<file path="src/sv/sfe_pkg.sv">
`default_nettype none
package sfe_pkg;

	localparam int MAX_DELAY = 65536;
	localparam int PTR_W     = $clog2(MAX_DELAY);
	localparam int LEN_W     = PTR_W + 1;
	localparam int SAMPLE_W  = 16;
	localparam int CFG_W     = 17;
	localparam int ACC_W     = 34;
	localparam int COEF_W    = 18;
	localparam int PROD_W    = ACC_W + COEF_W;
	localparam int FRAC_SH   = 31;
	localparam int MOD_STEPS = LEN_W;
	localparam int MOD_CNT_W = $clog2(MOD_STEPS + 1);

	typedef enum logic [1:0] {
		CFG_ECHO_LEVEL   = 2'd0,
		CFG_NORM_GAIN    = 2'd1,
		CFG_DELAY_LENGTH = 2'd2,
		CFG_ECHO_ENABLE  = 2'd3
	} cfg_idx_t;

	typedef enum logic [2:0] {
		ST_IDLE,
		ST_LVL,
		ST_SUM,
		ST_GAIN,
		ST_SAT,
		ST_WRITE,
		ST_WMOD,
		ST_RMOD
	} st_t;

	// Status that the datapath hands to the sequencer.
	typedef struct packed {
		logic in_valid;
		logic echo_en;
		logic out_free;
		logic need_w;
		logic need_r;
		logic mod_done;
	} sts_t;

	// Controls that the sequencer hands to the datapath.
	typedef struct packed {
		logic in_ready;
		logic accept;
		logic mul_lvl;
		logic mul_gain;
		logic sum;
		logic sat;
		logic ch;
		logic commit;
		logic bypass;
		logic mod_start;
		logic mod_sel_r;
		logic wdone;
		logic rdone;
	} ctl_t;

endpackage
`default_nettype wire

</file>
<file path="src/sv/sfe_mul.sv">
`default_nettype none
module sfe_mul (
	input  wire logic                              clk,
	input  wire logic                              en,
	input  wire logic signed [sfe_pkg::ACC_W-1:0]  a,
	input  wire logic signed [sfe_pkg::COEF_W-1:0] b,
	output logic signed [sfe_pkg::PROD_W-1:0]      prod
);
	import sfe_pkg::*;

	logic signed [PROD_W-1:0] prod_q;

	always_ff @(posedge clk) begin
		if (en) begin
			prod_q <= PROD_W'(a) * PROD_W'(b);
		end
	end

	assign prod = prod_q;
endmodule
`default_nettype wire

</file>
<file path="config.mk">
export PLATFORM = sky130hd
export DESIGN_NAME = sfe_mul
export DESIGN_NICKNAME = d
export VERILOG_FILES = /design/src/sv/sfe_pkg.sv /design/src/sv/sfe_mul.sv
export SDC_FILE = /design/constraint.sdc
export NUM_CORES = 2
export LEC_CHECK = 0
export BUFFER_PORTS_ARGS = -buffer_cell sky130_fd_sc_hd__buf_2
export CORE_MARGIN = 8
export CORE_UTILIZATION = 35
export DETAILED_ROUTE_END_ITERATION = 10
export GPL_TIMING_DRIVEN = 0
export PLACE_DENSITY = 0.52
export SKIP_CTS_REPAIR_TIMING = 1
export SLEW_MARGIN = 10
export SYNTH_ARGS = -nofsm -noshare
export SYNTH_HDL_FRONTEND = slang
export SYNTH_SLANG_ARGS = --single-unit
export TNS_END_PERCENT = 30
</file>
<file path="constraint.sdc">
create_clock -name clk -period 7.59 [get_ports clk]
set_input_delay 0.3795 -clock clk [delete_from_list [all_inputs] [get_ports clk]]
set_output_delay 0.3795 -clock clk [all_outputs]
set_load 0.1 [all_outputs]
</file>
After elaboration in Yosys (flattened, before gate mapping)
Index checks and enable logic that the tools add are counted.
Widths: inputs -> output; s select.
Word-level totals
  register bits after elaboration: 52
  bits in latches: 0
  RAM bits: 0
  bits in read-only memories: 0
  bits of input ports: 54
  output and inout bits: 52
  memories kept: 0
Operators by class
  add/sub/neg operators: 0
  multipliers: 1
  div/mod/pow operators: 0
  magnitude comparators: 0
  equal/unequal tests: 0
  shift operators: 0
  mux-type cells: 0
  bitwise logic cells: 0
  reductions and logical operators: 0
Operators by type and width (count)
  $mul 34x18->52: 1

Depth between registers and ports, before layout
  depth after elaboration: 1
  depth in mapped cells: 26

Worst setup path after synthesis
No wires, ideal clock.
  path type: in2reg
  from: in a[24] in the netlist's numbering
  to: reg prod_q[50] (netlist: prod[50]), data pin
  library setup time: 0.258 ns
  data arrival time: 6.042 ns
  setup slack: 1.290 ns
  cell stages on the path: 23
  buffers on the path: 2
  cell sequence: clkbuf_1 > clkbuf_1 > nand2_1 > fa_1 > fa_1 > fa_1 > inv_1 > fa_1 > fa_1 > inv_1 > fa_1 > inv_1 > ha_1 > a21o_1 > a21o_1 > a21o_1 > a221oi_2 > o21ai_1 > a211oi_1 > o21ai_1 > a211o_1 > a21oi_1 > xnor2_1
Between the ends
  longest elaborated chain between the ends: 1
RTL lines
  start: declaration: RTL line sfe_mul.sv:5  | input wire logic signed [sfe_pkg::ACC_W-1:0] a,
  $mul 34x18->52: RTL line sfe_mul.sv:15  | prod_q <= PROD_W'(a) * PROD_W'(b);
  end signal: assignment: RTL line sfe_mul.sv:15
  end: declaration: RTL line sfe_mul.sv:11  | logic signed [PROD_W-1:0] prod_q;
Every way passes these cells.
A chain may end at the register's enable or synchronous reset.

Worst setup path after layout
  from: in a[23] in the netlist's numbering
  to: reg prod_q[50] (netlist: prod[50]), data pin
Same word-level chain as after synthesis.

==> metrics.md <==
| Metric | Value |
|---|---|
| Worst setup EP type | flip-flop |
| Max reg flops | 52 |
| GRT Util Overall | 20.1% |
| DRT Pass-1 Iters | 5 |
| Tmin final | 7.42 ns |
| CP Data Arrival Time | 7.52 ns |
| Utilization after layout | 38.0% |
| H-Tree Depth | 2 |
| Normalized max-slew margin | 31.1% |
| Starting DRC count in detailed routing | 941 |
| HPWL Detailed | 60.6 mm |
| Hold Path End | prod[0]$_DFFE_PP_ |
| Port Buffer Count | 90 |
| CP Launch Type | primary input |
| Die area | 73000 um^2 |
| Post-route ant nets | 0 |
| Vias in the first global route | 18238 |
| Post-synthesis sequential area ratio | 6.91% |
| Vias | 16271 |
| M1 WL | 30.2 mm |
| Commonest cells post-synth | inv_1, fa_1, nand2_1 |
| CTS tree | done |
| Fmax | 0.135 GHz |
| Asr flop ratio synth | 0% |
| CTS sink cnt | 52 |
| Worst hold start | b[0] |
| CTS clock-pin slew for the worst setup and hold paths | 0.08 ns |
| Hold Crit Class | in -> reg |
| Fin. max-slew vios | 0 |
| Area grow syn2layout | 7.83% |
| Area share of the largest cell type after synthesis | 51.8% |
| Setup violators final | 0 |
| Most common cell in the netlist | inv_1 |
| Maximum Capacitance Violations | 0 |
| Post-route DRC | 0 |
| Final nets | 3293 |
| Largest fanout on the critical path | 10 |
| CP required | 7.69 ns |
| CTS Buf Count | 5 |
| First-pass GRT wire length | 112 mm |
| Mapped cell area | 22600 um^2 |
| Slew @ Worst Pin | 1.03 ns |
| Share of cells above drive strength 1 | 5.73% |
| Largest net degree at the start of global routing | 33 |
| Final Cycle Share | 97.8% |
| Die W | 270 um |
| Synth Register Bits | 52 |
| Fin. Hold Viols | 0 |
| Hold Path Depth | 2 |
| Die height | 270 um |
| Placed inst area | 24100 um^2 |
| Synth cell types | 55 |
| Final GP Congestion | 0.916 |
| Final wirelength | 70.8 mm |
| # IOs | 106 |
| Design area | 24400 um^2 |
| Ys flop type | edfxtp_1 |
| Top routing layer in use | met5 |
| Ys Warns | 0 |
| Number of flops mapped to enable cells by yosys | 52 |
| Metal2 WL | 33.6 mm |
| Yosys top cell by area | fa_1 |
| Top post-synthesis cells by area | fa_1, inv_1, ha_1, edfxtp_1, and2_1 |
| RSZ-0062 raised after global routing | true |
| GR Overflow Total | 0 |
| Root buffer cell | clkbuf_16 |
| Syn Inst Count | 2430 |
| Row count | 93 |
| Worst-case clock buffer depth | 2 |
| Status | finished clean |
| Core area | 64100 um^2 |
| Initial core utilization | 35.3% |
| Setup Crit Path Kind | in -> reg |
| Vias/cell | 4.80 |
| Initial antenna violation count | 4 |
| Synth Net Count | 3194 |
| Mean Syn Cell Area | 9.30 um^2 |
| WL/cell | 20.9 um |
| Total length of routed met3 wires | 4.93 mm |
==> worst max-delay path: stages <==
cell      delay [ns]
clkbuf_1        0.42
clkbuf_1        0.57
nand2_1         0.17
fa_1            0.57
fa_1            0.52
inv_1           0.04
ha_1            0.27
inv_1           0.05
fa_1            0.51
inv_1           0.06
fa_1            0.52
inv_1           0.05
fa_1            0.47
inv_1           0.04
ha_1            0.34
a21o_1          0.18
a21o_1          0.17
a21oi_1         0.70
o21ai_1         0.25
a211oi_1        0.42
o21ai_2         0.21
a211o_1         0.30
a21oi_1         0.20
xnor2_1         0.09
==> layout make-up <==
| cell class | count | area [um^2] |
|---|---|---|
| antenna | 3 | 7.51 |
| buffer | 111 | 453 |
| clock buffer | 5 | 125 |
| clock inverter | 3 | 13.8 |
| fill | 6536 | 39700 |
| inverter | 661 | 2480 |
| multi-input combinational | 1606 | 18200 |
| sequential | 52 | 1560 |
| tap | 855 | 1070 |
| timing repair buffer | 92 | 493 |
==> stage by stage <==
stage	instances	hold slack, ns	setup WS (ns)	TNS (ns)
3_5_place_dp	3376	0.817	-0.772	-5.92
5_1_grt	3385	0.477	-0.0489	-0.0489
6_report	3388	0.464	0.167	0
3_3_place_gp	3375	0.818	-0.862	-6.30
2_1_floorplan	2430	0.492	1.29	0
4_1_cts	3384	0.461	-0.421	-1.72
==> worst max path at each step <==
stage / from / endpoint
after floorplan: a[24] / prod[50]$_DFFE_PP_
after global placement: b[7] / prod[34]$_DFFE_PP_
after detailed placement: b[7] / prod[34]$_DFFE_PP_
after CTS: b[7] / prod[34]$_DFFE_PP_
after global routing: b[7] / prod[34]$_DFFE_PP_
final: a[23] / prod[50]$_DFFE_PP_
==> placed cells by master, fill, tap and decap left out, types with 9 or more instances in the layout <==
cell	instances
inv_1	661
fa_1	585
nand2_1	360
and2_1	240
ha_1	125
clkbuf_1	89
buf_2	89
edfxtp_1	52
xnor2_1	40
nor2_1	39
a21oi_1	37
a21o_1	31
o21ai_0	21
clkbuf_2	18
xor2_1	15
nor2b_1	10
nand4_1	9
==> layer usage <==
layer	GRT usage (%)	up-vias
li1	-	7175
met1	27.0	8431
met2	33.1	550
met3	3.28	113
met4	5.76	2
met5	0	-
==> cell families after synthesis <==
family | count (synthesis) | share of synthesized area (%)
buffers and inverters | 772 | 12.9
DFF | 52 | 6.91
and+or+nand+nor | 696 | 14.8
AOI/OAI and AO/OA | 145 | 4.53
adders and majority gates | 710 | 58.7
xor gates and xnor gates | 55 | 2.13
Power is left out: the tool's default activity adds up to more than one toggle a clock period on the data nets, which glitch-free logic cannot reach.
