<file path="src/sv/sfe_pkg.sv">
`default_nettype none
package sfe_pkg;

	localparam int MAX_DELAY = 65536;
	localparam int PTR_W     = $clog2(MAX_DELAY);
	localparam int LEN_W     = PTR_W + 1;
	localparam int SAMPLE_W  = 16;
	localparam int CFG_W     = 17;
	localparam int ACC_W     = 34;
	localparam int COEF_W    = 18;
	localparam int PROD_W    = ACC_W + COEF_W;
	localparam int FRAC_SH   = 31;
	localparam int MOD_STEPS = LEN_W;
	localparam int MOD_CNT_W = $clog2(MOD_STEPS + 1);

	typedef enum logic [1:0] {
		CFG_ECHO_LEVEL   = 2'd0,
		CFG_NORM_GAIN    = 2'd1,
		CFG_DELAY_LENGTH = 2'd2,
		CFG_ECHO_ENABLE  = 2'd3
	} cfg_idx_t;

	typedef enum logic [2:0] {
		ST_IDLE,
		ST_LVL,
		ST_SUM,
		ST_GAIN,
		ST_SAT,
		ST_WRITE,
		ST_WMOD,
		ST_RMOD
	} st_t;

	// Status that the datapath hands to the sequencer.
	typedef struct packed {
		logic in_valid;
		logic echo_en;
		logic out_free;
		logic need_w;
		logic need_r;
		logic mod_done;
	} sts_t;

	// Controls that the sequencer hands to the datapath.
	typedef struct packed {
		logic in_ready;
		logic accept;
		logic mul_lvl;
		logic mul_gain;
		logic sum;
		logic sat;
		logic ch;
		logic commit;
		logic bypass;
		logic mod_start;
		logic mod_sel_r;
		logic wdone;
		logic rdone;
	} ctl_t;

endpackage
`default_nettype wire

</file>
<file path="src/sv/sfe_mod.sv">
`default_nettype none
module sfe_mod (
	input  wire logic                       clk,
	input  wire logic                       arst_n,
	input  wire logic                       start,
	input  wire logic [sfe_pkg::LEN_W-1:0]  dividend,
	input  wire logic [sfe_pkg::LEN_W-1:0]  divisor,
	output logic                            done,
	output logic [sfe_pkg::PTR_W-1:0]       rem
);
	import sfe_pkg::*;

	logic                 busy_q;
	logic [MOD_CNT_W-1:0] cnt_q;
	logic [LEN_W-1:0]     num_q;
	logic [LEN_W-1:0]     div_q;
	logic [LEN_W-1:0]     rem_q;
	logic [LEN_W-1:0]     trial;

	// The partial remainder stays below the divisor, so it fits in PTR_W bits.
	assign trial = {rem_q[PTR_W-1:0], num_q[LEN_W-1]};

	always_ff @(posedge clk or negedge arst_n) begin
		if (!arst_n) begin
			busy_q <= 1'b0;
			cnt_q  <= '0;
		end else if (start) begin
			busy_q <= 1'b1;
			cnt_q  <= MOD_CNT_W'(MOD_STEPS);
		end else if (busy_q) begin
			if (cnt_q == '0) begin
				busy_q <= 1'b0;
			end else begin
				cnt_q <= cnt_q - 1'b1;
			end
		end
	end

	always_ff @(posedge clk) begin
		if (start) begin
			num_q <= dividend;
			div_q <= divisor;
			rem_q <= '0;
		end else if (busy_q && cnt_q != '0) begin
			num_q <= {num_q[LEN_W-2:0], 1'b0};
			rem_q <= (trial >= div_q) ? trial - div_q : trial;
		end
	end

	assign done = busy_q && (cnt_q == '0);
	assign rem  = rem_q[PTR_W-1:0];
endmodule
`default_nettype wire

</file>
<file path="config.mk">
export PLATFORM = sky130hd
export DESIGN_NAME = sfe_mod
export DESIGN_NICKNAME = d
export VERILOG_FILES = /design/src/sv/sfe_pkg.sv /design/src/sv/sfe_mod.sv
export SDC_FILE = /design/constraint.sdc
export NUM_CORES = 1
export LEC_CHECK = 0
export ABC_AREA = 1
export BUFFER_PORTS_ARGS = -buffer_cell sky130_fd_sc_hd__buf_2
export CAP_MARGIN = 20
export CORE_UTILIZATION = 51
export CTS_CLUSTER_SIZE = 10
export DETAILED_ROUTE_END_ITERATION = 10
export MAX_ROUTING_LAYER = met4
export PLACE_DENSITY = 0.79
export RECOVER_POWER = 50
export REMOVE_ABC_BUFFERS = 1
export SLEW_MARGIN = 10
export SYNTH_ARGS = -nofsm -noshare
export SYNTH_HDL_FRONTEND = slang
export SYNTH_SLANG_ARGS = --single-unit
export TNS_END_PERCENT = 10
</file>
<file path="constraint.sdc">
create_clock -name clk -period 1.7 [get_ports clk]
set_input_delay 0.255 -clock clk [delete_from_list [all_inputs] [get_ports clk]]
set_output_delay 0.255 -clock clk [all_outputs]
set_load 0.01 [all_outputs]
</file>
# [After elaboration in Yosys (flattened, before gate mapping)]
# Cells that the tools add are included.
# W data, S select, Z words.
[word_totals] regBits=56
[op_classes] addsub=2 order_cmp=1 mux=9 n_eq_ne=1 reduce_logical=7
[op_table] op="$mux W17" count=2
[op_table] op="$ge A17 B17 Y1" count=1
[op_table] op="$mux W16" count=1
[op_table] op="$sub A16 B16 Y16" count=1
[op_table] op="$mux W5" count=3
[op_table] op="$logic_not A5 Y1" count=1
[op_table] op="$reduce_bool A5 Y1" count=1
[op_table] op="$sub A5 B1 Y5 const B" count=1
[op_table] op="$reduce_bool A2 Y1" count=2
[op_table] op="$mux W1" count=3
[op_table] op="$logic_and A1 B1 Y1" count=2
[op_table] op="$ne A2 B2 Y1 const B" count=1
[op_table] op="$reduce_and A2 Y1" count=1

# [Depth between registers and ports, before layout]
[depth] word_depth=4 ltp_mapped=15

# [Worst setup path before layout]
# OpenSTA, ideal clock, no wires.
[synth_timing] path_type="register to register" startpoint="reg num_q[16]" endpoint="reg rem_q[8]" period_less_slack_ps=1835 arrival_ps=1722 path_stages_with_launch=14 required_ps=1587 setup_time_ps=113 slack_ps=-135 n_path_buf=0 path_cell_list="edfxtp_1 -> inv_1 -> ha_1 -> inv_1 -> fa_1 -> nand2_1 -> nand3_1 -> and2_1 -> nand2_1 -> nand2_1 -> xnor2_1 -> nand2_1 -> nand3_1 -> nand2_1"
[synth_between] elab_chain_cells=2
[synth_lines] element="start, declared" line_no="sfe_mod.sv:15" rtl="logic [LEN_W-1:0] num_q;"
[synth_lines] element="start signal, assigned" line_no="sfe_mod.sv:41" rtl="num_q <= dividend;"
[synth_lines] element="start signal, assigned" line_no="sfe_mod.sv:45" rtl="num_q <= {num_q[LEN_W-2:0], 1'b0};"
[synth_lines] element="$sub A16 B16 Y16 / $ge A17 B17 Y1 (equally long branches)" line_no="sfe_mod.sv:46" rtl="rem_q <= (trial >= div_q) ? trial - div_q : trial;"
[synth_lines] element="$mux W16 (*)" line_no="sfe_mod.sv:46"
[synth_lines] element="end signal, assigned" line_no="sfe_mod.sv:46"
[synth_lines] element="end, declared" line_no="sfe_mod.sv:17" rtl="logic [LEN_W-1:0] rem_q;"
# Mark *: on every way between the ends. The rest lies on a longest branch, timed or not.
# A chain may end at the register's enable or synchronous reset.

# [Worst setup path after layout]
[layout_timing] startpoint="reg div_q[0]" endpoint="reg rem_q[4]"
[layout_between] elab_chain_cells=2
[layout_lines] element="start, declared" line_no="sfe_mod.sv:16" rtl="logic [LEN_W-1:0] div_q;"
[layout_lines] element="start signal, assigned" line_no="sfe_mod.sv:42" rtl="div_q <= divisor;"
[layout_lines] element="$sub A16 B16 Y16 / $ge A17 B17 Y1 (equally long branches)" line_no="sfe_mod.sv:46"
[layout_lines] element="$mux W16 (*)" line_no="sfe_mod.sv:46"
# Marked as above.

==> flow_metrics.tcl <==
set metrics [dict create \
    outcome "finished with violations" \
    failed_checks "negative setup slack" \
    fmax_mhz 521.6 \
    dr.first_iter.drc_count 162 \
    drc 0 \
    min_period_ns 1.917 \
    endpoint_kind "flop" \
    clock_latency_ns 0.32 \
    via_count 3358 \
    fp.dieH_um 83.78 \
    synth_edf_count 34 \
    fill_cells 462 \
    grt_max_degree 28 \
    antenna_found_initial 0 \
    maxSlewViolCount 0 \
    use_met1_pct 33.01 \
    synth_cell_types 35 \
    root_buffer "clkbuf_8" \
    yosysSeqAreaShare_pct 43.73 \
    swShare_pct 34.18 \
    seq_power_share_pct 43.3 \
    grt_pass1_vias 3234 \
    rsz0062_at_grt "yes" \
    viasPerCell 5.142 \
    power_frac_comb_pct 36.9 \
    drtAntennaViolNets 0 \
    cp_slowest_stage_delay_ns 0.45 \
    worst_pin_slew_ns 0.7164 \
    setup_violations 16 \
    place_inst 635 \
    grt_pass1_wl_um 14670 \
    reg2reg_slack_ns -0.22 \
    num-nets-final 632 \
    overflow 0 \
    rows 29 \
    setup_ws_ns -0.2171 \
    ys_ff_latch 56 \
    busiest_layer "met2" \
    dp_hpwl_um 6546 \
    powerDensity_nw_per_um2 818.6 \
    leakagePower_uw 0.002500 \
    gp_congestion 0.9055 \
    dieArea_um2 7019 \
    synthesis.area_um2 3411 \
    timing.critical_path.slowest_stage_cell "edfxtp_1" \
    hold_ws_ns 0.09806 \
    cap_viol_max_count 0 \
    stdcell_count 653 \
    required_ns 1.89 \
    clk_pin_slew_ns 0.12 \
    numCtsBuffers 5 \
    yosysWarnings 0 \
    hold_depth 1 \
    syn_to_final_growth_pct 40.32 \
    hold_start "divisor[15]" \
    synthFlopType "edfxtp_1" \
    routedWlPerCell_um 14.43 \
    io_buffers 53 \
    crit_path_start_kind "flop" \
    met3_usage_pct 4.748 \
    hp-class "primary input to flop" \
    holdPathEnd "div_q[15]" \
    avgSynthCellArea_um2 7.665 \
    synth_cells 445 \
    crit_type "flop to flop" \
    clock_sinks 56 \
    core_area_um2 6386 \
    diodes 0 \
    layout-drive-gt1-share_pct 37.15 \
    clock_skew_ns 0.01459 \
    clockBufferDepth 2 \
    design_area_um2 4786 \
    crit_fanout 8 \
    arrival_ns 2.11 \
    h-tree-depth 2 \
    max_slew_margin_pct 52.24 \
    cts_tree "done" \
    finalHoldViolCount 0 \
    internal_power_uw 2579 \
    crit_chain "ha_4 -> nand2_1 -> nor2_1 -> nand3_2 -> o21ai_4 -> nor2_4 -> buf_12 -> nand2_8 -> nand2_2 -> nand3_1 -> o21ai_1" \
    p_switching_uw 1339 \
    worstReg2RegEnd "rem_q[4]" \
    p_clk_share_pct 19.8 \
    final.period_utilization_pct 112.8 \
    grtUsageMet2_pct 46.56 \
    rr_startpoint "div_q[0]" \
    num_io_pins 54 \
    start_util_pct 53.41 \
    post_dp_cell_area_um2 4227 \
    first_pass_iters 4 \
    synthArstFlopShare_pct 10.71 \
    grt.total_usage_pct 27.35 \
    reg2regPathDepth 11 \
    wl_um 9420 \
    ir_drop_mv 0.5852 \
    die_w_um 83.78 \
]
cells in the final DEF (no fill, tap or decap), types with 6 or more instances in the layout:
master / instances
buf_2: 51
ha_4: 13
a21oi_1: 9
buf_4: 65
o21ai_0: 7
nand3_2: 7
nand3b_1: 6
o21ai_1: 7
dfxtp_1: 16
nor2_1: 12
nand2_2: 21
edfxtp_1: 34
nand2_1: 141
inv_1: 63
nor2_2: 6
buf_6: 6
ha_1: 6
dfrtp_1: 6
inv_2: 13
nand3_1: 35
how the worst max path moves through the flow:
stage	startpoint	endpoint	slack, ns	cells after the start
2_1_floorplan	num_q[16]	rem_q[8]	-0.14	13
3_3_place_gp	num_q[16]	rem_q[14]	-0.21	14
3_5_place_dp	num_q[16]	rem_q[10]	-0.28	14
4_1_cts	num_q[16]	rem_q[4]	-0.16	11
5_1_grt	num_q[16]	rem_q[8]	-0.31	13
6_report	div_q[0]	rem_q[4]	-0.22	11
layout make-up:
| type | instances | area, um2 | area share (%) |
|---|---|---|---|
| flip-flops and latches | 56 | 1491 | 31.16 |
| repair buffers | 129 | 875.8 | 18.30 |
| inverters | 78 | 295.3 | 6.170 |
| clock buffers | 5 | 68.82 | 1.438 |
| clock inverters | 3 | 22.52 | 0.4706 |
| multi-input cells | 305 | 1936 | 40.44 |
| well taps | 77 | 96.34 | 2.013 |
registers in the layout (all words and copies together) (netlist names):
name    flops
rem_q      16
busy_q      1
cnt_q       5
num_q      17
div_q      17
synth_stat cells (3+ instances only):
master / number / area (um2)
nand2_1: 164 / 615.6
inv_1: 75 / 281.5
nand3_1: 41 / 205.2
edfxtp_1: 34 / 1021
ha_1: 19 / 237.7
dfxtp_1: 16 / 320.3
nor2_1: 14 / 52.55
o21ai_0: 12 / 60.06
a21oi_1: 11 / 55.05
dfrtp_1: 6 / 150.1
nand3b_1: 6 / 45.04
xnor2_1: 6 / 52.55
nand4_1: 5 / 31.28
nor2_2: 5 / 31.28
nand3_2: 3 / 30.03
routing by layer:
| layer | up-vias | share of wire, % |
|---|---|---|
| met3 | 24 | 4.4 |
| met5 | - | 0 |
| met1 | 1555 | 43 |
| met2 | 107 | 49 |
| met4 | 0 | 3.6 |
| li1 | 1672 | - |
per-stage QoR:
step	power, uW	utilization (%)	setup slack [ns]	TNS, ns
floorplan	2343	-	-0.1402	-1.099
global placement	2838	66.18	-0.2087	-2.381
detailed placement	2875	66.18	-0.2775	-2.993
CTS	3786	71.94	-0.1574	-2.134
global route	4121	74.94	-0.3131	-6.028
finish	3918	74.94	-0.2171	-2.776
critical path, delay by kind of cell, from the launching register on:
family | cells | cell delay [ns]
fa+ha+maj | 1 | 0.30
simple gates | 7 | 0.68
buf+inv | 1 | 0.14
flops | 1 | 0.45
compound gates | 2 | 0.22
logic make-up (layout without fill, tap and decap cells):
logic type	Yosys count	in the layout	synth area share [%]
compound gates	29	29	4.586
xor+xnor	7	7	1.798
fa+ha+maj	20	20	7.557
buf+inv	85	215	10.38
flops	56	56	43.73
simple gates	248	249	31.95
power groups by stage:
stage          logic [uW]  registers [uW]  clock network, uW
2_1_floorplan         625            1720                  0
3_3_place_gp         1140            1700                  0
3_5_place_dp         1170            1710                  0
4_1_cts              1310            1690                790
5_1_grt              1570            1710                841
6_report             1440            1700                777
what timing repair did:
action / CTS / global route
resized for setup: 40 / 49
endpoints found under the setup margin: 16 / 34
gates cloned: 2 / 0
pin swaps: 11 / 20
setup buffers: 5 / 2
endpoints found under the hold margin: 6 / 0
hold buffers: 1 / 0
Note: power is estimated with default switching activity, not from simulation.
