===== src/sv/sfe_pkg.sv =====
`default_nettype none
package sfe_pkg;

	localparam int MAX_DELAY = 65536;
	localparam int PTR_W     = $clog2(MAX_DELAY);
	localparam int LEN_W     = PTR_W + 1;
	localparam int SAMPLE_W  = 16;
	localparam int CFG_W     = 17;
	localparam int ACC_W     = 34;
	localparam int COEF_W    = 18;
	localparam int PROD_W    = ACC_W + COEF_W;
	localparam int FRAC_SH   = 31;
	localparam int MOD_STEPS = LEN_W;
	localparam int MOD_CNT_W = $clog2(MOD_STEPS + 1);

	typedef enum logic [1:0] {
		CFG_ECHO_LEVEL   = 2'd0,
		CFG_NORM_GAIN    = 2'd1,
		CFG_DELAY_LENGTH = 2'd2,
		CFG_ECHO_ENABLE  = 2'd3
	} cfg_idx_t;

	typedef enum logic [2:0] {
		ST_IDLE,
		ST_LVL,
		ST_SUM,
		ST_GAIN,
		ST_SAT,
		ST_WRITE,
		ST_WMOD,
		ST_RMOD
	} st_t;

	// Status that the datapath hands to the sequencer.
	typedef struct packed {
		logic in_valid;
		logic echo_en;
		logic out_free;
		logic need_w;
		logic need_r;
		logic mod_done;
	} sts_t;

	// Controls that the sequencer hands to the datapath.
	typedef struct packed {
		logic in_ready;
		logic accept;
		logic mul_lvl;
		logic mul_gain;
		logic sum;
		logic sat;
		logic ch;
		logic commit;
		logic bypass;
		logic mod_start;
		logic mod_sel_r;
		logic wdone;
		logic rdone;
	} ctl_t;

endpackage
`default_nettype wire


===== src/sv/sfe_ctrl.sv =====
`default_nettype none
module sfe_ctrl (
	input  wire logic          clk,
	input  wire logic          arst_n,
	input  wire sfe_pkg::sts_t sts,
	output sfe_pkg::ctl_t      ctl
);
	import sfe_pkg::*;

	st_t  state_q;
	st_t  state_nxt;
	logic ch_q;
	logic bypass_q;
	logic need_r_q;

	always_ff @(posedge clk or negedge arst_n) begin
		if (!arst_n) begin
			state_q  <= ST_IDLE;
			ch_q     <= 1'b0;
			bypass_q <= 1'b0;
			need_r_q <= 1'b0;
		end else begin
			state_q <= state_nxt;
			if (state_q == ST_IDLE && sts.in_valid) begin
				bypass_q <= !sts.echo_en;
				ch_q     <= 1'b0;
			end
			if (state_q == ST_SAT) begin
				ch_q <= !ch_q;
			end
			if (state_q == ST_WRITE) begin
				need_r_q <= sts.need_r;
			end
		end
	end

	always_comb begin
		state_nxt = state_q;
		unique case (state_q)
			ST_IDLE: begin
				if (sts.in_valid) begin
					state_nxt = sts.echo_en ? ST_LVL : ST_WRITE;
				end
			end
			ST_LVL:  state_nxt = ST_SUM;
			ST_SUM:  state_nxt = ST_GAIN;
			ST_GAIN: state_nxt = ST_SAT;
			ST_SAT:  state_nxt = ch_q ? ST_WRITE : ST_LVL;
			ST_WRITE: begin
				if (sts.out_free) begin
					priority if (bypass_q) begin
						state_nxt = ST_IDLE;
					end else if (sts.need_w) begin
						state_nxt = ST_WMOD;
					end else if (sts.need_r) begin
						state_nxt = ST_RMOD;
					end else begin
						state_nxt = ST_IDLE;
					end
				end
			end
			ST_WMOD: begin
				if (sts.mod_done) begin
					state_nxt = need_r_q ? ST_RMOD : ST_IDLE;
				end
			end
			ST_RMOD: begin
				if (sts.mod_done) begin
					state_nxt = ST_IDLE;
				end
			end
			default: state_nxt = ST_IDLE;
		endcase
	end

	always_comb begin
		ctl           = '0;
		ctl.ch        = ch_q;
		ctl.bypass    = bypass_q;
		ctl.in_ready  = (state_q == ST_IDLE);
		ctl.accept    = (state_q == ST_IDLE) && sts.in_valid;
		ctl.mul_lvl   = (state_q == ST_LVL);
		ctl.sum       = (state_q == ST_SUM);
		ctl.mul_gain  = (state_q == ST_GAIN);
		ctl.sat       = (state_q == ST_SAT);
		ctl.commit    = (state_q == ST_WRITE) && sts.out_free;
		ctl.wdone     = (state_q == ST_WMOD) && sts.mod_done;
		ctl.rdone     = (state_q == ST_RMOD) && sts.mod_done;
		if (ctl.commit && !bypass_q && sts.need_w) begin
			ctl.mod_start = 1'b1;
			ctl.mod_sel_r = 1'b0;
		end else if (ctl.commit && !bypass_q && sts.need_r) begin
			ctl.mod_start = 1'b1;
			ctl.mod_sel_r = 1'b1;
		end else if (ctl.wdone && need_r_q) begin
			ctl.mod_start = 1'b1;
			ctl.mod_sel_r = 1'b1;
		end
	end
endmodule
`default_nettype wire


===== config.mk =====
export PLATFORM = sky130hd
export DESIGN_NAME = sfe_ctrl
export DESIGN_NICKNAME = d
export VERILOG_FILES = /design/src/sv/sfe_pkg.sv /design/src/sv/sfe_ctrl.sv
export SDC_FILE = /design/constraint.sdc
export NUM_CORES = 1
export LEC_CHECK = 0
export ABC_AREA = 0
export BUFFER_PORTS_ARGS = -buffer_cell sky130_fd_sc_hd__buf_2
export CORE_MARGIN = 2
export CORE_UTILIZATION = 35
export CTS_BUF_LIST = sky130_fd_sc_hd__clkbuf_4
export DETAILED_ROUTE_END_ITERATION = 12
export PLACE_DENSITY = 0.63
export SYNTH_ARGS = -nofsm -noshare
export SYNTH_HDL_FRONTEND = slang
export SYNTH_SLANG_ARGS = --single-unit

===== constraint.sdc =====
create_clock -name clk -period 1.89 [get_ports clk]
set_clock_uncertainty 0.05 [all_clocks]
set_input_delay 0.189 -clock clk [delete_from_list [all_inputs] [get_ports clk]]
set_output_delay 0.189 -clock clk [all_outputs]
set_load 0.01 [all_outputs]

[Word level (Yosys, flattened, before mapping)]
Index checks and enable logic that the tools add are counted.
Storage, ports and cells
  flip-flop bits (word level): 6
  bits in latches: 0
  memory bits (writable): 0
  ROM bits: 0
  word-level logic and storage cells: 45
  memories kept: 0
Operators by class
  $add $sub $neg: 0
  $mul: 0
  div/mod/pow operators: 0
  magnitude comparators: 0
  equality and inequality tests: 11
  shift-type cells: 0
  muxes and demuxes: 16
  bitwise operators: 0
  reduce and logical (&&, ||, !) cells: 14
Operators with widths (number)
  $mux 3: 10
  $pmux 3 s8: 1
  $eq 3x3->1 const B: 4
  $logic_and 1x1->1: 8
  $ne 2x2->1 const B: 4
  $eq 3x2->1 const B: 2
  $mux 2: 3
  $reduce_and 4->1: 1
  $eq 3x1->1 const B: 1
  $logic_not 1->1: 3
  $logic_not 3->1: 1
  $mux 1: 2
  $reduce_bool 2->1: 1

[Longest topological paths before layout]
Gate-level depths: netlist of run 1.
  word-level depth: 6
  mapped depth: 5
  depth with buffers taken out: 4

[Worst setup path after synthesis of run 1]
No wires, ideal clock.
  path type: register to register
  start: reg state_q[2]
  end: reg state_q[0]
  arrival time: 1.304 ns
  data required time: 1.715 ns
  slack: 0.411 ns
  cell stages (with the launch flop): 6
  period minus slack after synthesis: 1.479 ns
  cells stage by stage: dfrtp_1 buf_6 nor2b_1 a31o_2 nor2_4 mux2_4
On the way
  longest elaborated chain between the ends: 3
  elaborated cells on any way between the ends: 14
  those cells by class: eq/ne (11); mux (1); reduce/logical (2)
Ends and longest elaborated chain
  from (decl): RTL line sfe_ctrl.sv:10  | st_t state_q;
  from (signal assigned): RTL line sfe_ctrl.sv:23  | state_q <= state_nxt;
  $eq 3x3->1 or $logic_not 3->1 (tied branches): RTL line sfe_ctrl.sv:39  | unique case (state_q)
  $ne 2x2->1 (no source line)
  $reduce_and 4->1 (no source line)
Parallel ways exist; a longest one is shown, timed or not.
A chain may end at the register's enable or synchronous reset.

==> reports/results.txt, run 1 <==
synth top area cells: dfrtp_1 (29%), buf_6 (6.4%), mux2_2 (4.3%)
Max-Cap Viols: 0
starting density of the core: 38.9%
Final Hold Vio Count: 0
Clk Latency, worst-skew pair: 230 ps
P_int: 0.610 mW
Seq/Total Area, Yosys: 28.6%
Synthesis Warnings: 0
part of the power in registers: 30.3%
Worst slew margin: 74.0%
HPWL Detailed: 851 um
wire per inst: 11.0 um
die area: 1830 um^2
worst IR drop on VDD: 0.820 mV
Rows: 13
Critical Path RT: 1650 ps
Min Clock Period, post-route: 1790 ps
outcome: finished, final reports clean
final wirelength: 1.03 mm
CTS buffer count: 3
Sw Share: 44.7%
layout cells sized above 1: 48.1%
CTS H-tree lvls: 1
Post-DRT Antenna Nets: 0
Root Driver: clkbuf_4
post-synth top area share: 28.6%
CP startpoint: state_q[1]$_DFFE_PN0P_
area of the mapped netlist: 526 um^2
drt pass-1 iters: 2
Max Slew Vio Count: 0
combinational share of power: 59.7%
DR DRC count: 0
Synth area leader: dfrtp_1
Reg2Reg Depth: 4
antenna diode count: 0
die width: 42.8 um
Vias/cell: 5.14
crit path capture type: output port
Leak Pwr: 0.331 nW
Switch Pwr: 0.493 mW
Finish-stage setup viols: 0
pwr/cell area: 1710 nW/um^2
Net Count, Synth: 66
commonest non-fill, non-tap cell in the layout: buf_2
CP max FO: 10
largest net degree at the start of global routing: 12
Worst-path clk slew: 40 ps
worst path arrival time: 1550 ps
Final Cycle Share: 94.8%
Avg Inst Size Synth: 9.06 um^2
first-pass GRT wire length: 1.79 mm
uppermost layer routed: met3
Cells after Synth: 58
met3 routed WL: 50 um
routability congestion estimate: 0.751
Area Overhead vs Synth: 22.6%
Startpoint Class: flop
most frequent cells in the layout: buf_2 (20), nor2_1 (6), nand2_1 (5), dfrtp_1 (5)
metal2 WL: 506 um
HP Class: in -> reg
Total Routing Usage GR: 12.5%
worst reg-to-reg setup slack: 300 ps
WS Path Type: reg -> out
RSZ-0062 raised after global routing: false
CTS max path bufs: 2
vias in the first global route: 452
Distinct cells, synth: 32
Fmax: 558 MHz
clock sinks: 6
hold_ws: 100 ps
Final #Nets: 89
initial DRC count: 6
clock power share: 10.0%
worst flop-to-flop path startpoint: state_q[2]$_DFFE_PN0P_
worst reg2reg path endpoint: state_q[0]$_DFFE_PN0P_
TritonCTS clock tree: yes
port buffer count: 20
end point of the critical path: ctl[2]
#FFs+latches synth: 6
initial antenna violation count: 0
Core Box Area: 1350 um^2
worst-margin pin slew: 390 ps
Die Y: 42.8 um
IO Pins: 21
DRT met1 WL: 474 um
TNS Setup: 0 ps
via count: 483
grt ovf: 0
routing by layer:
metal | GRT usage [%] | vias to the layer above
li1 | - | 250
met1 | 16.2 | 224
met2 | 20.3 | 9
met3 | 1.70 | 0
met4 | 5.63 | 0
met5 | 0 | -
state kept, by name, indices dropped and copies added (netlist names):
signal	cells
need_r_q	1
state_q	3
bypass_q	1
ch_q	1
metrics by stage:
stage	total power, mW	area, um^2	util, %	worst slack (ps)	cells
3_3_place_gp	0.992	611	45.2	326	90
4_1_cts	1.12	643	47.6	61.7	94
3_5_place_dp	0.996	611	45.2	299	90
6_report	1.10	644	47.7	98.7	94
2_1_floorplan	0.880	526	-	411	58
5_1_grt	1.21	644	47.7	12.3	94
power groups by stage:
stage          clock, mW  sequential (mW)  combinational, mW
2_1_floorplan          0            0.257              0.624
3_3_place_gp           0            0.331              0.661
3_5_place_dp           0            0.335              0.661
4_1_cts            0.117            0.333              0.666
5_1_grt            0.124            0.351              0.730
6_report           0.110            0.334              0.658
critical path, stage by stage (launching register included):
cell	delay [ps]
dfrtp_1	510
and4bb_1	420
nand3_1	100
a32oi_1	140
buf_2	150
area by class of cell:
type	count	area, um^2
fillers	141	706
clock buffers	3	22.5
multi-input cells	43	312
inverters	4	15.0
flip-flops and latches	6	151
well taps	15	18.8
repair buffers	23	125
worst min path at each step:
stage	end	cells past startpoint	slack [ps]	from
2_1_floorplan	bypass_q$_DFFE_PN0P_	0	-160	arst_n
3_3_place_gp	need_r_q$_DFFE_PN0N_	1	-30	arst_n
3_5_place_dp	need_r_q$_DFFE_PN0N_	1	-30	arst_n
4_1_cts	bypass_q$_DFFE_PN0P_	2	90	sts[4]
5_1_grt	bypass_q$_DFFE_PN0P_	2	110	sts[4]
6_report	bypass_q$_DFFE_PN0P_	2	100	sts[4]
synthesized netlist by cell type:
master    count
nor4_4        1
nand3b_1      1
nor3_1        1
nor2_2        1
a21oi_1       2
o21a_1        1
a22o_1        1
nand2b_1      1
and3_1        2
nor3_2        2
nor2_4        1
mux2_4        1
nor2b_1       1
inv_1         3
buf_6         3
and4bb_1      1
a31o_2        2
mux2_2        2
nor2_1        6
nand2_1       5
dfrtp_1       6
buf_4         2
o211ai_1      1
o21ai_1       1
a311oi_2      1
xnor2_1       1
a32oi_1       1
a31oi_1       2
o21ai_0       1
and2b_1       1
inv_2         1
nand3_1       2
kinds of logic after synthesis:
| group | share of synthesized area [%] |
|---|---|
| flops | 28.6 |
| compound gates | 18.6 |
| buf+inv | 12.1 |
| simple gates | 31.9 |
| mux | 7.14 |
| xor+xnor | 1.67 |
what timing repair did:
action | CTS | global route
hold endpoints to repair | 6 | 0
buffers inserted | 0 | 0
hold buffers | 1 | 0
setup endpoints to repair | 0 | 1
gates resized for setup | 0 | 1
Power figures use the tool's default switching activity.
==> run 2: changes to the inputs <==
Settings changed: CORE_UTILIZATION 35 to 36, PLACE_DENSITY 0.63 to 0.64, TNS_END_PERCENT set to 5.
Clock period 1.89 ns to 2 ns, I/O delays scaled along.
==> reports/results.txt, run 2 (synthesis results as in run 1) <==
worst IR drop on VDD: 0.667 mV (-19%)
WS Path Type: reg -> out
CP peak stage delay: 500 ps (about the same)
Sw Share: 45.2% (+0.46 points)
HP Class: in -> reg
routability congestion estimate: 0.746 (-0.67%)
RSZ-0062 raised after global routing: false
via count: 466 (-3.5%)
worst path arrival time: 1530 ps (-20 ps)
Slowest cell on crit path: dfrtp_2
initial antenna violation count: 0 (unchanged)
drt pass-1 iters: 3 (+1)
starting density of the core: 39.4% (+0.47 points)
DP Area: 596 um^2 (-2.5%)
Fmax: 562 MHz
P_int: 0.553 mW (-9.2%)
grt ovf: 0 (unchanged)
worst reg-to-reg setup slack: 410 ps (+110 ps)
Die Y: 42.2 um (-1.3%)
Root Driver: clkbuf_4
vias in the first global route: 445 (-1.5%)
CTS max path bufs: 2 (unchanged)
Leak Pwr: 0.321 nW (-3.3%)
Final Hold Vio Count: 0 (unchanged)
part of the power in registers: 33.8% (+3.5 points)
Top reg by flops: state_q
CTS buffer count: 3 (unchanged)
die width: 42.2 um (-1.3%)
Rows: 13 (unchanged)
max reg flops: 3 (unchanged)
TritonCTS clock tree: yes
Hold Path Sink: bypass_q$_DFFE_PN0P_
Core Box Area: 1330 um^2 (-1.2%)
first-pass GRT wire length: 1.77 mm (-1.2%)
DR DRC count: 0 (unchanged)
combinational share of power: 55.3% (-4.4 points)
CP startpoint: state_q[1]$_DFFE_PN0P_
commonest non-fill, non-tap cell in the layout: buf_2
Max-Cap Viols: 0 (unchanged)
Worst-path clk slew: 50 ps (about the same)
Fill cells: 143 (+1.4%)
final wirelength: 1.05 mm (+2.2%)
port buffer count: 20 (unchanged)
critical path cell sequence: and4bb_1 -> nand3_1 -> a32oi_1 -> buf_2
Post-DRT Antenna Nets: 0 (unchanged)
antenna diode count: 0 (unchanged)
Startpoint Class: flop
Vias/cell: 5.07 (-1.4%)
pwr/cell area: 1600 nW/um^2 (-6.5%)
Final Cycle Share: 89.0%
Critical Path RT: 1750 ps (+100 ps)
Min Clock Period, post-route: 1780 ps
worst flop-to-flop path startpoint: state_q[2]$_DFFE_PN0P_
Multi-input gate area: 312 um^2 (unchanged)
TNS Setup: 0 ps (unchanged)
Switch Pwr: 0.456 mW (-7.5%)
worst reg2reg path endpoint: state_q[0]$_DFFE_PN0P_
CP max FO: 14 (+4)
die area: 1780 um^2 (-2.5%)
worst-margin pin slew: 351 ps (-39.2 ps)
final cell area excluding filler cells: 631 um^2 (-2.1%)
Hold Startpoint: sts[4]
Worst slew margin: 76.6% (+2.6 points)
Clk Latency, worst-skew pair: 240 ps (about the same)
Total Routing Usage GR: 13.2% (+0.67 points)
worst hold stages: 2 (unchanged)
clock power share: 10.9% (+0.9 points)
Reg2Reg Depth: 4 (unchanged)
outcome: finished, final reports clean
most frequent cells in the layout: buf_2 (20), nor2_1 (6), nand2_1 (5), dfrtp_1 (4)
CTS H-tree lvls: 1 (unchanged)
largest net degree at the start of global routing: 15 (+3)
Finish-stage setup viols: 0 (unchanged)
crit path capture type: output port
initial DRC count: 9 (+3)
IO Pins: 21 (unchanged)
FF/Latch Area: 153 um^2 (+0.83%)
HPWL Detailed: 820 um (-3.6%)
layout cells sized above 1: 48.1% (-0.049 points)
clock sinks: 6 (unchanged)
Area Overhead vs Synth: 20.0%
Final #Nets: 87 (-2.2%)
Max Slew Vio Count: 0 (unchanged)
wire per inst: 11.4 um (+4.5%)
[run 2: cell types whose count changed in the layout (fill, tap and decap cells not counted), sizes merged]
| cell | change |
|---|---|
| buf | -2 |
[run 2: worst max-delay path by stage]
stage                                         to  slack, ps
after global routing                      ctl[2]        100
after floorplan           state_q[0]$_DFFE_PN0P_        520
final                                     ctl[2]        220
after detailed placement  state_q[0]$_DFFE_PN0P_        330
after CTS                                 ctl[2]         60
after global placement                    ctl[2]        340
[run 2: final cells by class]
| class | count | area share, % |
|---|---|---|
| tap | 15 | 2.98 |
| timing repair buffer | 21 | 17.5 |
| inverter | 4 | 2.38 |
| sequential | 6 | 24.2 |
| multi-input combinational | 43 | 49.4 |
| clock buffer | 3 | 3.57 |
[run 2: repair_timing]
action                                  4_1_cts  5_1_grt
hold buffers                                  1        0
endpoints found under the hold margin         6        0
endpoints found under the setup margin        0        1
buffers inserted                              0        0
gates resized for setup                       0        2
[run 2: power groups by stage]
stage,Combinational (mW),Sequential [mW],Clock [mW]
2_1_floorplan,0.589,0.243,0
3_3_place_gp,0.560,0.340,0
3_5_place_dp,0.559,0.340,0
4_1_cts,0.565,0.339,0.119
5_1_grt,0.620,0.362,0.121
6_report,0.558,0.341,0.110
[run 2: through the flow]
step           hold slack, ps  utilization [%]  worst slack (ps)  total power, mW  instances
4_1_cts                  97.5             47.1              60.4             1.02         92
2_1_floorplan            -146                -               521            0.832         58
3_5_place_dp            -18.8             44.7               330            0.898         88
3_3_place_gp            -19.8             44.7               338            0.900         88
5_1_grt                   117             47.3              99.4             1.10         92
6_report                  106             47.3               220             1.01         92
[run 2: metal layers]
| metal | wire length, um | vias up | track usage (%) |
|---|---|---|---|
| met5 | 0 | - | 0 |
| met4 | 19 | 0 | 11.3 |
| met3 | 38 | 2 | 0 |
| met2 | 475 | 11 | 20.9 |
| met1 | 519 | 207 | 16.4 |
| li1 | - | 246 | - |
[run 2: critical path, delay by kind of cell, from the launching register on]
| family | cells | cell delay (ps) |
|---|---|---|
| AOI/OAI and AO/OA | 1 | 140 |
| buffers and inverters | 1 | 150 |
| DFF | 1 | 500 |
| and+or+nand+nor | 2 | 500 |
==> run 3: changes to the inputs <==
Settings changed: PLACE_DENSITY 0.64 to 0.67.
Clock period 2 ns to 1.5 ns, I/O delays scaled along.
==> reports/results.txt, run 3 (synthesis results as in run 1) <==
Hold Startpoint: sts[4]
HP Class: in -> reg
crit path capture type: output port
final setup margin: -97.7 ps (-318 ps)
Finish-stage setup viols: 3 (+3)
die width: 42.2 um (unchanged)
Final Power: 1.67 mW (+66%)
initial DRC count: 12 (+3)
Slowest cell on crit path: dfrtp_2
first-pass GRT wire length: 2.08 mm (+17%)
Rows: 13 (unchanged)
worst hold stages: 2 (unchanged)
Post-DRT Antenna Nets: 0 (unchanged)
die area: 1780 um^2 (unchanged)
hold_ws: 52.0 ps (-53.8 ps)
worst path arrival time: 1400 ps (-130 ps)
Startpoint Class: flop
Fill cells: 126 (-12%)
Vias/cell: 5.11 (+0.86%)
initial antenna violation count: 0 (unchanged)
Hold Path Sink: bypass_q$_DFFE_PN0P_
antenna diode count: 0 (unchanged)
Die Y: 42.2 um (unchanged)
Max-Cap Viols: 0 (unchanged)
Worst slew margin: 85.0% (+8.4 points)
worst reg-to-reg setup slack: 50 ps (-360 ps)
Final #Nets: 96 (+10%)
drt pass-1 iters: 4 (+1)
final wirelength: 1.25 mm (+19%)
worst reg2reg path endpoint: state_q[0]$_DFFE_PN0P_
Final Hold Vio Count: 0 (unchanged)
IO Pins: 21 (unchanged)
Min Clock Period, post-route: 1600 ps
layout cells sized above 1: 65.1% (+17 points)
grt ovf: 0 (unchanged)
worst IR drop on VDD: 1.11 mV (+66%)
Final Cycle Share: 107%
CTS H-tree lvls: 1 (unchanged)
commonest non-fill, non-tap cell in the layout: buf_2
DR DRC count: 0 (unchanged)
via count: 516 (+11%)
port buffer count: 20 (unchanged)
critical path cell sequence: and4bb_2 -> nand3_2 -> a32oi_1 -> buf_2
WS Path Type: reg -> out
Fmax: 626 MHz
wire per inst: 12.4 um (+8.0%)
CP delay by family, top: simple AND/OR/NAND/NOR gates
CTS max path bufs: 2 (unchanged)
routability congestion estimate: 0.835 (+12%)
Critical Path RT: 1300 ps (-450 ps)
CTS buffer count: 3 (unchanged)
Multi-input gate area: 357 um^2 (+14%)
max reg flops: 3 (unchanged)
clock sinks: 6 (unchanged)
Reg2Reg Depth: 4 (unchanged)
Worst-path clk slew: 50 ps (about the same)
Total Routing Usage GR: 15.1% (+1.9 points)
Top reg by flops: state_q
outcome: finished, violations left
Max Slew Vio Count: 0 (unchanged)
CP max FO: 5 (-9)
CP peak stage delay: 420 ps (-80 ps)
vias in the first global route: 461 (+3.6%)
Clk Latency, worst-skew pair: 240 ps (about the same)
crit path buf inv count: 1 (unchanged)
Root Driver: clkbuf_4
TritonCTS clock tree: yes
largest net degree at the start of global routing: 8 (-7)
starting density of the core: 39.4% (unchanged)
Core Box Area: 1330 um^2 (unchanged)
Leak Pwr: 0.375 nW (+17%)
most frequent cells in the layout: buf_2 (20), buf_4 (9), nor2_1 (6), nand2_1 (4)
failing checks: setup timing
FF/Latch Area: 154 um^2 (+0.82%)
RSZ-0062 raised after global routing: true
HPWL Detailed: 957 um (+17%)
Area Overhead vs Synth: 41.7%
worst-margin pin slew: 223 ps (-127 ps)
worst flop-to-flop path startpoint: state_q[2]$_DFFE_PN0P_
pwr/cell area: 2250 nW/um^2 (+40%)
Stages on worst setup path: 4 (unchanged)
-- run 3: cell count changes in the layout (fill, tap and decap cells not counted), sizes merged --
| cell | delta |
|---|---|
| buf | +9 |
-- run 3: metal layers --
layer | share of wire, % | GRT usage, % | vias to the layer above
met5 | 0 | 0 | -
met1 | 50 | 20.1 | 240
met2 | 47 | 24.3 | 9
met4 | 0.96 | 5.63 | 0
li1 | - | - | 265
met3 | 2.3 | 2.59 | 2
-- run 3: worst max path at each step --
stage	startpoint	to	slack, ps
final	state_q[1]$_DFFE_PN0P_	ctl[2]	-100
after global routing	state_q[0]$_DFFE_PN0P_	ctl[2]	-160
after CTS	state_q[1]$_DFFE_PN0P_	ctl[2]	-110
after detailed placement	state_q[0]$_DFFE_PN0P_	state_q[2]$_DFFE_PN0P_	40
after global placement	state_q[0]$_DFFE_PN0P_	state_q[2]$_DFFE_PN0P_	40
after floorplan	state_q[2]$_DFFE_PN0P_	state_q[0]$_DFFE_PN0P_	20
-- run 3: area by class of cell --
class / instances / share of cell area (%)
clock buffer: 3 / 3.03
inverter: 4 / 2.02
multi-input combinational: 43 / 47.9
tap: 15 / 2.52
timing repair buffer: 30 / 23.9
sequential: 6 / 20.7
-- run 3: per-stage QoR --
step	setup WS (ps)	TNS [ps]	cell area (um^2)	util, %	std cells
after floorplan	21.4	0	526	-	58
final	-97.7	-170	744	55.8	101
after global routing	-157	-445	744	55.8	101
after CTS	-111	-154	718	53.8	101
after global placement	39.9	0	648	48.6	95
after detailed placement	36.0	0	648	48.6	95
-- run 3: timing repair --
item | CTS | global route
hold buffers | 1 | 0
pin swaps | 4 | 3
hold endpoints to repair | 6 | 0
buffers inserted | 2 | 0
resized for setup | 8 | 6
setup endpoints to repair | 6 | 8
-- run 3: power breakdown --
part           leakage, nW  internal (mW)  switching [mW]
combinational        0.292          0.584           0.571
sequential          0.0689          0.259           0.108
clock               0.0138         0.0908          0.0615
total                0.375          0.933           0.740
